==> config.mk <==
export PLATFORM = sky130hd
export DESIGN_NAME = byte_packetizer_triggers
export DESIGN_NICKNAME = d
export VERILOG_FILES = /design/src/bpt_pkg.sv /design/src/byte_packetizer_triggers.sv
export SDC_FILE = /design/constraint.sdc
export NUM_CORES = 1
export LEC_CHECK = 0
export BUFFER_PORTS_ARGS = -buffer_cell sky130_fd_sc_hd__buf_2
export CAP_MARGIN = 0
export CELL_PAD_IN_SITES_DETAIL_PLACEMENT = 0
export CELL_PAD_IN_SITES_GLOBAL_PLACEMENT = 1
export CORE_MARGIN = 2
export CORE_UTILIZATION = 47
export CTS_BUF_LIST = sky130_fd_sc_hd__clkbuf_4 sky130_fd_sc_hd__clkbuf_8
export DETAILED_ROUTE_END_ITERATION = 7
export HOLD_SLACK_MARGIN = 0.12
export PLACE_DENSITY = 0.85
export SYNTH_ARGS = -nofsm -noshare
export SYNTH_HDL_FRONTEND = slang
export SYNTH_SLANG_ARGS = --single-unit
==> constraint.sdc <==
create_clock -name clk -period 11.7 [get_ports clk]
set_input_delay 1.755 -clock clk [delete_from_list [all_inputs] [get_ports clk]]
set_output_delay 1.755 -clock clk [all_outputs]
set_load 0.02 [all_outputs]
==> src/bpt_pkg.sv <==
// Shared types and constants for the byte packetizer trigger block.
package bpt_pkg;

  localparam int unsigned MAX_DELIM = 8;

  localparam logic [15:0] PAYLOAD_LIMIT = 16'hFFEF;
  localparam logic [23:0] IDLE_MAX      = 24'hFFFFFF;

  // Request kinds carried on in_tuser
  localparam logic [1:0] CMD_DATA  = 2'd0;
  localparam logic [1:0] CMD_TICK  = 2'd1;
  localparam logic [1:0] CMD_START = 2'd2;

  // Completion causes
  localparam logic [1:0] CAUSE_NONE  = 2'd0;
  localparam logic [1:0] CAUSE_SIZE  = 2'd1;
  localparam logic [1:0] CAUSE_IDLE  = 2'd2;
  localparam logic [1:0] CAUSE_DELIM = 2'd3;

  // Register indexes (byte address is 8 * index)
  localparam logic [1:0] REG_MAX_PAYLOAD = 2'd0;
  localparam logic [1:0] REG_QUIET_TICKS = 2'd1;
  localparam logic [1:0] REG_DELIM_LEN   = 2'd2;
  localparam logic [1:0] REG_DELIM_BYTES = 2'd3;

  localparam int unsigned OUT_W = 40;

  // Result request as packed on out_tdata, lowest field last
  typedef struct packed {
    logic [2:0]  pad;
    logic        overflow;
    logic [15:0] payload_length;
    logic [15:0] byte_index;
    logic        byte_accepted;
    logic [1:0]  ready_cause;
    logic        ready_res;
  } result_t;

endpackage

==> src/byte_packetizer_triggers.sv <==
// Packet completion detector for a serial byte stream: top level.
// Takes requests (data byte, tick or start-new-packet) and gives one registered
// result per request in the cycle after acceptance. State update and completion
// check are a single compare-and-increment pass, so in_tready stays high whenever
// the output register is empty or is being emptied in the same cycle; the rate is one
// request per cycle while out_tready is high. The user must write registers over the
// APB-style port only while the stream is idle (not enforced by the block); every write restarts the packet.
module byte_packetizer_triggers (
  input  logic        clk,
  input  logic        rst_n,
  // input stream
  input  logic        in_tvalid,
  output logic        in_tready,
  input  logic [7:0]  in_tdata,   // [7:0] data_byte
  input  logic [1:0]  in_tuser,   // [1:0] cmd
  // result stream
  output logic        out_tvalid,
  input  logic        out_tready,
  // [0] ready_res, [2:1] ready_cause, [3] byte_accepted, [19:4] byte_index,
  // [35:20] payload_length, [36] overflow, [39:37] zero
  output logic [39:0] out_tdata,
  // configuration
  input  logic        cfg_psel,
  input  logic        cfg_penable,
  input  logic        cfg_pwrite,
  input  logic [4:0]  cfg_paddr,
  input  logic [63:0] cfg_pwdata,
  output logic [63:0] cfg_prdata,
  output logic        cfg_pready
);
  import bpt_pkg::*;

  // configuration registers
  logic [15:0] max_payload_r;
  logic [23:0] quiet_ticks_r;
  logic [3:0]  delim_len_r;
  logic [63:0] delim_bytes_r;

  // packet state
  logic [15:0] count_r, count_nxt;
  logic [3:0]  match_r, match_nxt;
  logic [23:0] idle_r,  idle_nxt;

  logic        out_valid_r;
  result_t     res_r, res_nxt;

  logic        in_fire;
  logic        cfg_wr;
  logic [1:0]  cfg_idx;
  logic [15:0] limit;
  logic [3:0]  dlen;
  logic        full;
  logic [7:0]  want;
  logic [1:0]  cause;

  assign cfg_pready = 1'b1;
  assign cfg_idx    = cfg_paddr[4:3];
  assign cfg_wr     = cfg_psel & cfg_penable & cfg_pwrite & cfg_pready;

  always_comb begin
    unique case (cfg_idx)
      REG_MAX_PAYLOAD: cfg_prdata = {48'd0, max_payload_r};
      REG_QUIET_TICKS: cfg_prdata = {40'd0, quiet_ticks_r};
      REG_DELIM_LEN:   cfg_prdata = {60'd0, delim_len_r};
      REG_DELIM_BYTES: cfg_prdata = delim_bytes_r;
      default:         cfg_prdata = 64'd0;
    endcase
  end

  assign in_tready  = ~out_valid_r | out_tready;
  assign in_fire    = in_tvalid & in_tready;
  assign out_tvalid = out_valid_r;
  assign out_tdata  = res_r;

  // effective limits: zero payload acts as one, oversize values clamp
  always_comb begin
    if (max_payload_r == 16'd0) begin
      limit = 16'd1;
    end else if (max_payload_r > PAYLOAD_LIMIT) begin
      limit = PAYLOAD_LIMIT;
    end else begin
      limit = max_payload_r;
    end
    dlen = (delim_len_r > 4'(MAX_DELIM)) ? 4'(MAX_DELIM) : delim_len_r;
  end

  assign full = (count_r >= limit);
  assign want = delim_bytes_r[{match_r[2:0], 3'b000} +: 8];

  always_comb begin
    count_nxt = count_r;
    match_nxt = match_r;
    idle_nxt  = idle_r;
    res_nxt   = '0;
    unique case (in_tuser)
      CMD_DATA: begin
        if (full) begin
          res_nxt.overflow = 1'b1;
        end else begin
          res_nxt.byte_accepted = 1'b1;
          res_nxt.byte_index    = count_r;
          count_nxt             = count_r + 16'd1;
          idle_nxt              = '0;
          // naive match: a mismatch drops back to zero without a recheck
          if (dlen != 4'd0 && match_r < dlen) begin
            match_nxt = (want == in_tdata) ? match_r + 4'd1 : 4'd0;
          end
        end
      end
      CMD_TICK: begin
        if (idle_r != IDLE_MAX) begin
          idle_nxt = idle_r + 24'd1;
        end
      end
      CMD_START: begin
        count_nxt = '0;
        match_nxt = '0;
        idle_nxt  = '0;
      end
      default: ;
    endcase

    cause = CAUSE_NONE;
    if (count_nxt != 16'd0) begin
      priority if (count_nxt >= limit) begin
        cause = CAUSE_SIZE;
      end else if (quiet_ticks_r != 24'd0 && idle_nxt >= quiet_ticks_r) begin
        cause = CAUSE_IDLE;
      end else if (dlen != 4'd0 && match_nxt >= dlen) begin
        cause = CAUSE_DELIM;
      end
    end
    res_nxt.ready_cause    = cause;
    res_nxt.ready_res      = (cause != CAUSE_NONE);
    res_nxt.payload_length = count_nxt;
  end

  always_ff @(posedge clk) begin
    if (!rst_n) begin
      max_payload_r <= 16'd1;
      quiet_ticks_r <= '0;
      delim_len_r   <= '0;
      delim_bytes_r <= '0;
      count_r       <= '0;
      match_r       <= '0;
      idle_r        <= '0;
      out_valid_r   <= 1'b0;
    end else begin
      if (cfg_wr) begin
        unique case (cfg_idx)
          REG_MAX_PAYLOAD: max_payload_r <= cfg_pwdata[15:0];
          REG_QUIET_TICKS: quiet_ticks_r <= cfg_pwdata[23:0];
          REG_DELIM_LEN:   delim_len_r   <= cfg_pwdata[3:0];
          REG_DELIM_BYTES: delim_bytes_r <= cfg_pwdata;
          default: ;
        endcase
        count_r <= '0;
        match_r <= '0;
        idle_r  <= '0;
      end else if (in_fire) begin
        count_r <= count_nxt;
        match_r <= match_nxt;
        idle_r  <= idle_nxt;
      end
      if (in_fire) begin
        out_valid_r <= 1'b1;
      end else if (out_tready) begin
        out_valid_r <= 1'b0;
      end
    end
  end

  always_ff @(posedge clk) begin
    if (in_fire) begin
      res_r <= res_nxt;
    end
  end

endmodule

### Word level (Yosys, flattened, before mapping)

Index checks and enable logic that the tools add are counted.

| storage, ports and cells | value |
|---|---|
| bits in registers | 190 |
| input bits | 86 |
| output and inout port bits | 107 |
| logic and storage cells | 77 |

| operators by class | value |
|---|---|
| $add $sub $neg | 3 |
| order comparisons | 7 |
| equality and inequality tests | 7 |
| shifts and indexed selects | 1 |
| multiplexer cells | 21 |
| bitwise operators | 7 |
| reductions and logical operators | 17 |

Operators by type and width:

| kind | count |
|---|---|
| $pmux W64 S4 | 1 |
| $pmux W24 S3 | 1 |
| $shiftx A64 B7 Y8 | 1 |
| $mux W16 | 3 |
| $mux W24 | 2 |
| $ge A16 B16 Y1 | 2 |
| $pmux W16 S2 | 1 |
| $add A24 B1 Y24 const B | 1 |
| $ge A24 B24 Y1 | 1 |
| $ne A24 B24 Y1 const B | 1 |
| $reduce_bool A24 Y1 | 1 |
| $add A16 B1 Y16 const B | 1 |
| $gt A16 B16 Y1 const B | 1 |
| $logic_not A16 Y1 | 1 |
| $mux W4 | 4 |
| $reduce_bool A16 Y1 | 1 |
| $eq A8 B8 Y1 | 1 |
| $mux W2 | 4 |
| $pmux W4 S2 | 1 |
| $reduce_and A2 Y1 | 4 |
| $eq A2 B2 Y1 const B | 3 |
| $add A4 B1 Y4 const B | 1 |
| $eq A2 B1 Y1 const B | 2 |
| $ge A4 B4 Y1 | 1 |
| 11 further kinds | 23 |

### Logic depth before layout (Yosys ltp)

Gate-level depths: netlist of the first run.

| depth | value |
|---|---|
| word-level depth | 14 |
| mapped depth | 24 |
| gate-level depth less buffers | 23 |

### Worst setup path before layout of the first run

OpenSTA, ideal clock, no wires.

| timing path | value |
|---|---|
| path type | input to output |
| start | input cfg_paddr[3] |
| end | output cfg_prdata[10] |
| data arrival time | 3445 ps |
| data required time | 9945 ps |
| slack | 6500 ps |
| stages on the path | 5 |
| buffers on the path | 3 |
| path through | clkbuf_1 -> clkbuf_1 -> clkbuf_1 -> mux2i_1 -> o21ai_0 |

| between the ends | value |
|---|---|
| longest elaborated chain between the ends | 2 |
| elaborated cells between the ends (all ways) | 5 |
| classes of those cells | 3 x eq/ne; 1 x mux; 1 x reduce/logical |

Ends and longest elaborated chain:

| what | RTL line | source |
|---|---|---|
| from (decl) | byte_packetizer_triggers.sv:26 | `input logic [4:0] cfg_paddr,` |
| $eq A2 B2 Y1 (tied with other cells) | byte_packetizer_triggers.sv:61 | `unique case (cfg_idx)` |
| $pmux W64 S4 * | byte_packetizer_triggers.sv:61 |  |
| to (decl) | byte_packetizer_triggers.sv:28 | `output logic [63:0] cfg_prdata,` |

Mark *: on every way between the ends. The rest lies on a longest branch, timed or not.

==> results of run 1 <==
## flip-flops by register name, indices dropped and copies added (netlist names), 4 cells and up
signal and count:
count_r 16, match_r 4, idle_r 24, out_tdata 37, quiet_ticks_r 24, delim_len_r 4, delim_bytes_r 64, max_payload_r 16
## power by group through the flow
stage	registers [mW]	clock network [mW]	logic [mW]
2_1_floorplan	0.717	0	0.100
3_3_place_gp	0.709	0	0.163
3_5_place_dp	0.710	0	0.165
4_1_cts	0.695	0.470	0.166
5_1_grt	0.697	0.494	0.182
6_report	0.695	0.463	0.166
## synthesized netlist by cell type (17+ instances only)
master	n	share of area (%)
ha_1	66	7.3
nor3_1	21	0.93
dfxtp_1	153	27
nand2_1	312	10
inv_1	54	1.8
clkbuf_1	73	2.4
mux4_2	19	3.8
nand2b_1	17	0.94
mux2i_1	33	2.9
nand3_1	24	1.1
o21ai_0	56	2.5
and3_1	62	3.4
a21boi_0	109	7.2
edfxtp_1	37	9.8
a21oi_1	55	2.4
nor2_1	78	2.6
## metal layers
layer,vias up,part of all wire (%)
li1,5042,-
met5,-,0.040
met1,4697,45
met2,330,46
met3,31,7.2
met4,2,1.4
## cell families (layout without fill, tap and decap cells)
logic type                 Yosys count  after routing  synth area share (%)
muxes                               54             54                  7.07
buffers and inverters              141            284                  4.98
AOI/OAI and AO/OA                  302            302                  18.1
and+or+nand+nor                    586            586                  23.8
other                                2              4                0.0665
adders and majority gates           66             66                  7.31
xor gates and xnor gates            23             23                  1.78
DFF                                190            190                  36.9
## final cells by class
class	count	share of cell area (%)
inverters	54	1.58
multi-input cells	1035	51.4
clock buffers	17	1.83
flip-flops and latches	190	32.6
well taps	319	3.12
clock inverters	15	1.50
repair buffers	198	7.99
## worst max-delay path, stage by stage, from the launching register on
cell and delay, ns:
dfxtp_1 0.49, nand4_1 0.12, nor3_1 0.43, nor2_1 0.14, ha_1 0.32, a211o_1 0.12
a31oi_1 0.04, o311a_2 0.47, o21ai_2 0.59, a21o_1 0.53, o21ai_0 0.16, o21ai_0 0.15
ha_1 0.31, nand2_1 0.08, nor2_1 0.04, a2111oi_0 0.41, nor2_1 0.07, o31a_1 0.29
o41ai_1 0.24, a31oi_1 0.26, nor2_1 0.21, a21oi_1 0.09
## metrics by stage
stage                     std cells  utilization (%)  area, sq um  worst slack [ns]  hold WS [ns]
after floorplan                1366                -        11300              6.50         0.447
final                          1828             54.4        12800              5.85         0.487
after CTS                      1828             54.4        12800              5.87         0.487
after detailed placement       1796             52.6        12400              5.77         0.472
after global placement         1796             52.6        12400              5.77         0.460
after global routing           1828             54.4        12800              5.39         0.509
## worst paths after layout
check,from,to,slack (ns),cells after the start
worst min-delay path,delim_bytes_r[51]$_SDFFE_PN0P_,delim_bytes_r[51]$_SDFFE_PN0P_,0.49,2
worst max-delay path,max_payload_r[15]$_SDFFE_PN0P_,out_tdata[0]$_DFFE_PP_,5.85,21
worst min register to register,delim_bytes_r[51]$_SDFFE_PN0P_,delim_bytes_r[51]$_SDFFE_PN0P_,0.49,2
worst max register to register,max_payload_r[15]$_SDFFE_PN0P_,out_tdata[0]$_DFFE_PP_,5.85,21
==> flow_summary.yaml, run 1 <==
cts:
  cts_buffers: 17
  htreeDepth: 4
  cts_resized: 0
  ctsHoldBuffers: 0
  cts-root-buf: "clkbuf_8"
  clockBufferDepth: 2
  cts_setup_buffers: 0
  cts_tree: "done"
  insertion_delay_ns: 0.48
  clkSinkCount: 190
  path_clk_slew_ns: 0.12
floorplan:
  die_w_um: 159
  dieArea_sq_um: 25300
  core-area_sq_um: 23500
  boundaryPins: 193
  start_util_pct: 48.0
  dieHeight_um: 159
  std_cell_rows: 56
logic_synthesis:
  syn_avg_cell_area_sq_um: 8.28
  netlist_instances: 1364
  synth_ff_type: "dfxtp_1"
  yosysSeqAreaShare_pct: 36.9
  synth-edff-count: 37
  ys_seq_elements: 190
  syn_area_sq_um: 11300
  synth_cell_type_count: 68
  synth-async-reset-ratio_pct: 0
  yosys_warnings: 0
pwr:
  p_comb_share_pct: 12.5
  p_sw_share_pct: 30.0
  clock_power_share_pct: 35.0
  ir_drop_mv: 0.0824
  powerDensity_nw_per_um2: 103
  internal-power_mw: 0.926
  netSwitchingPower_mw: 0.398
  power_mw: 1.32
  p_leak_nw: 5.23
  sequentialPowerShare_pct: 52.5
sta:
  min_period_ns: 5.85
  slew_headroom_pct: 27.9
  rsz0062_at_grt: "false"
  worstMarginPinSlew_ns: 1.08
  post-route-period-util_pct: 50.0
  hold_violations: 0
  finClkSkew_ns: 0.0275
  max_freq_mhz: 171
  fin_setup_tns_ns: 0
  slew_violations: 0
  setup_viol_count_final: 0
global_routing:
  grt_pass1_wl_mm: 52.0
  track_usage_pct: 25.3
  met1_usage_pct: 35.0
  met3_usage_pct: 5.55
  antenna_found_initial: 1
  grt_util_met2_pct: 40.7
  grt_overflow: 0
  grt_max_degree: 76
  grt_pass1_vias: 9412
  grt-busiest-layer: "met2"
job:
  maxCapViolCount: 0
final_layout:
  multi_input_area_sq_um: 6580
  drive_above_1_share_pct: 17.5
  area_delta_synth_final_pct: 13.3
  antennaDiodeCount: 0
  seqCellArea_sq_um: 4170
  nFillCells: 2325
  mostFrequentLayoutCell: "nand2_1"
  fin_nets: 1648
  final_cell_mix: "nand2_1, buf_2, dfxtp_1"
routing:
  drt-initial-drc-count: 700
  drc: 0
  routedWlPerCell_um: 17.7
  dr.pass1.iters: 7
  drt_wl_total_mm: 32.4
  ant_nets: 0
  num_vias: 10100
  via_per_inst: 5.53
place:
  gp_congestion: 0.841
  io_buffers: 185
  dpl.hpwl_mm: 23.3
setup_path:
  critPathArrivalTime_ns: 6.07
  cp-end-kind: "register"
  critPathRequiredTime_ns: 11.92
  critPathMaxFanout: 15
  crit_path_start_kind: "register"
  crit_type: "reg -> reg"
outcome:
  outcome: "complete, no violations"
worst_hold_path:
  hold_class: "reg -> reg"
No activity file was read; power rests on OpenSTA's default activity.
==> run 2: changes to the inputs <==
- CORE_UTILIZATION: 47 -> 44
- PLACE_DENSITY: 0.85 -> 0.8
- clock period: 11.7 -> 5.91 ns (I/O delays scaled with it)
==> run 2 against run 1 <==
Hold slack got worse by 0.0078 ns. Sequential power up 99%. Design area up 0.31%. Global-route usage is 0.37 points lower. Combinational power increased by 100%. Total power is 96% higher. Count of clock-buffer cells in the layout stayed put. Sequential cell count unchanged. Clock skew decreased by 0.0048 ns. Critical path type unchanged. Largest cell class unchanged. Largest power group unchanged.
==> flow_summary.yaml, run 2 (synthesis gave the netlist of run 1 again) <==
floorplan:
  boundaryPins: 193
  start_util_pct: 44.9
  dieHeight_um: 164
  dieArea_sq_um: 27000
  core-area_sq_um: 25200
  std_cell_rows: 58
  die_w_um: 164
final_layout:
  area_delta_synth_final_pct: 13.7
  multi_input_area_sq_um: 6580
  design_area_sq_um: 12800
  antennaDiodeCount: 0
  mostFrequentLayoutCell: "nand2_1"
  seqCellArea_sq_um: 4170
  drive_above_1_share_pct: 17.9
  fin_nets: 1655
  nFillCells: 2402
  final_cell_mix: "nand2_1, buf_2, dfxtp_1"
  largest-register: "delim_bytes_r"
  largest_reg_flops: 64
routing:
  num_vias: 10100
  drt_wl_total_mm: 33.6
  ant_nets: 0
  drc: 0
  drt-initial-drc-count: 630
  via_per_inst: 5.48
  dr.pass1.iters: 5
  routedWlPerCell_um: 18.2
cts:
  cts_buffers: 17
  cts_resized: 0
  cts-root-buf: "clkbuf_8"
  cts_tree: "done"
  clockBufferDepth: 2
  clkSinkCount: 190
  htreeDepth: 4
  cts_setup_buffers: 0
  insertion_delay_ns: 0.49
  ctsHoldBuffers: 0
  path_clk_slew_ns: 0.12
sta:
  slew_headroom_pct: 25.5
  rsz0062_at_grt: "false"
  fin_setup_tns_ns: 0
  slew_violations: 0
  post-route-period-util_pct: 90.3
  min_period_ns: 5.34
  finClkSkew_ns: 0.0227
  setup_viol_count_final: 0
  hold_violations: 0
  max_freq_mhz: 187
  worstMarginPinSlew_ns: 1.12
setup_path:
  crit_chain: "nand4_1, nor3_1, nor2_1, ha_1, a211o_1, a31oi_1, o311a_2, o21ai_2, a21o_1, buf_4, o21ai_0, o21ai_0, ha_1, a2111oi_0, a31oi_1, o31a_1, o41ai_1, a31oi_1, nor2_1, a21oi_1"
  critPathArrivalTime_ns: 5.56
  crit_path_max_incr_delay_ns: 0.46
  critPathMaxFanout: 9
  path_common_cell: "a31oi_1"
  crit_path_start: "max_payload_r[14]$_SDFFE_PN0P_"
  critPathBufInv: 1
  critPathRequiredTime_ns: 6.13
  crit_family: "compound AO/OA/AOI/OAI gates"
  rr_startpoint: "max_payload_r[14]$_SDFFE_PN0P_"
  crit_path_start_kind: "register"
  cp_slowest_cell: "dfxtp_1"
  crit_type: "reg -> reg"
  cp-end-kind: "register"
global_routing:
  grt_max_degree: 57
  grt_pass1_wl_mm: 52.5
  grt_overflow: 0
  antenna_found_initial: 2
  grt_pass1_vias: 9406
  track_usage_pct: 24.9
place:
  placed_area_sq_um: 12400
  dpl.hpwl_mm: 24.8
  io_buffers: 185
  gp_congestion: 0.817
job:
  maxCapViolCount: 0
pwr:
  ir_drop_mv: 0.112
  p_leak_nw: 5.26
  powerDensity_nw_per_um2: 202
outcome:
  outcome: "complete, no violations"
worst_hold_path:
  min_from: "delim_bytes_r[35]$_SDFFE_PN0P_"
  hold_class: "reg -> reg"
==> run 2: final cells by class <==
cell class              count  share of cell area [%]
multi-input cells        1035                    51.2
flip-flops and latches    190                    32.5
repair buffers            205                    8.38
well taps                 330                    3.22
clock buffers              17                    1.82
inverters                  54                    1.58
clock inverters            15                    1.29
==> run 2: report_power, final <==
part           internal [mW]  switching, mW  total, mW
sequential              1.35         0.0231       1.38
clock                  0.323          0.559      0.882
combinational          0.121          0.215      0.336
==> run 2: final timing paths <==
kind,to,slack (ns),cells after the start
min reg2reg,delim_bytes_r[35]$_SDFFE_PN0P_,0.48,2
max,out_tdata[0]$_DFFE_PP_,0.57,20
max reg2reg,out_tdata[0]$_DFFE_PP_,0.57,20
min,delim_bytes_r[35]$_SDFFE_PN0P_,0.48,2
==> run 2: metal layers <==
metal	part of all wire [%]	track usage, %
met3	7.0	5.33
met4	1.4	6.18
met2	46	40.2
met1	45	34.0
met5	0.048	0
==> run 2: metrics by stage <==
stage | cells | setup slack, ns | total power [mW] | util (%) | hold WS, ns
after global routing | 1846 | 0.242 | 2.70 | 51.0 | 0.509
after detailed placement | 1814 | 0.626 | 1.74 | 49.4 | 0.464
after CTS | 1846 | 0.579 | 2.62 | 51.0 | 0.482
after floorplan | 1366 | 1.28 | 1.62 | - | 0.447
final | 1846 | 0.570 | 2.59 | 51.0 | 0.479
after global placement | 1814 | 0.700 | 1.74 | 49.4 | 0.464
==> run 2: worst min-delay path: stages (launching register included) <==
cell and delay, ns:
dfxtp_1 0.33, nand2_1 0.05, a21boi_0 0.06
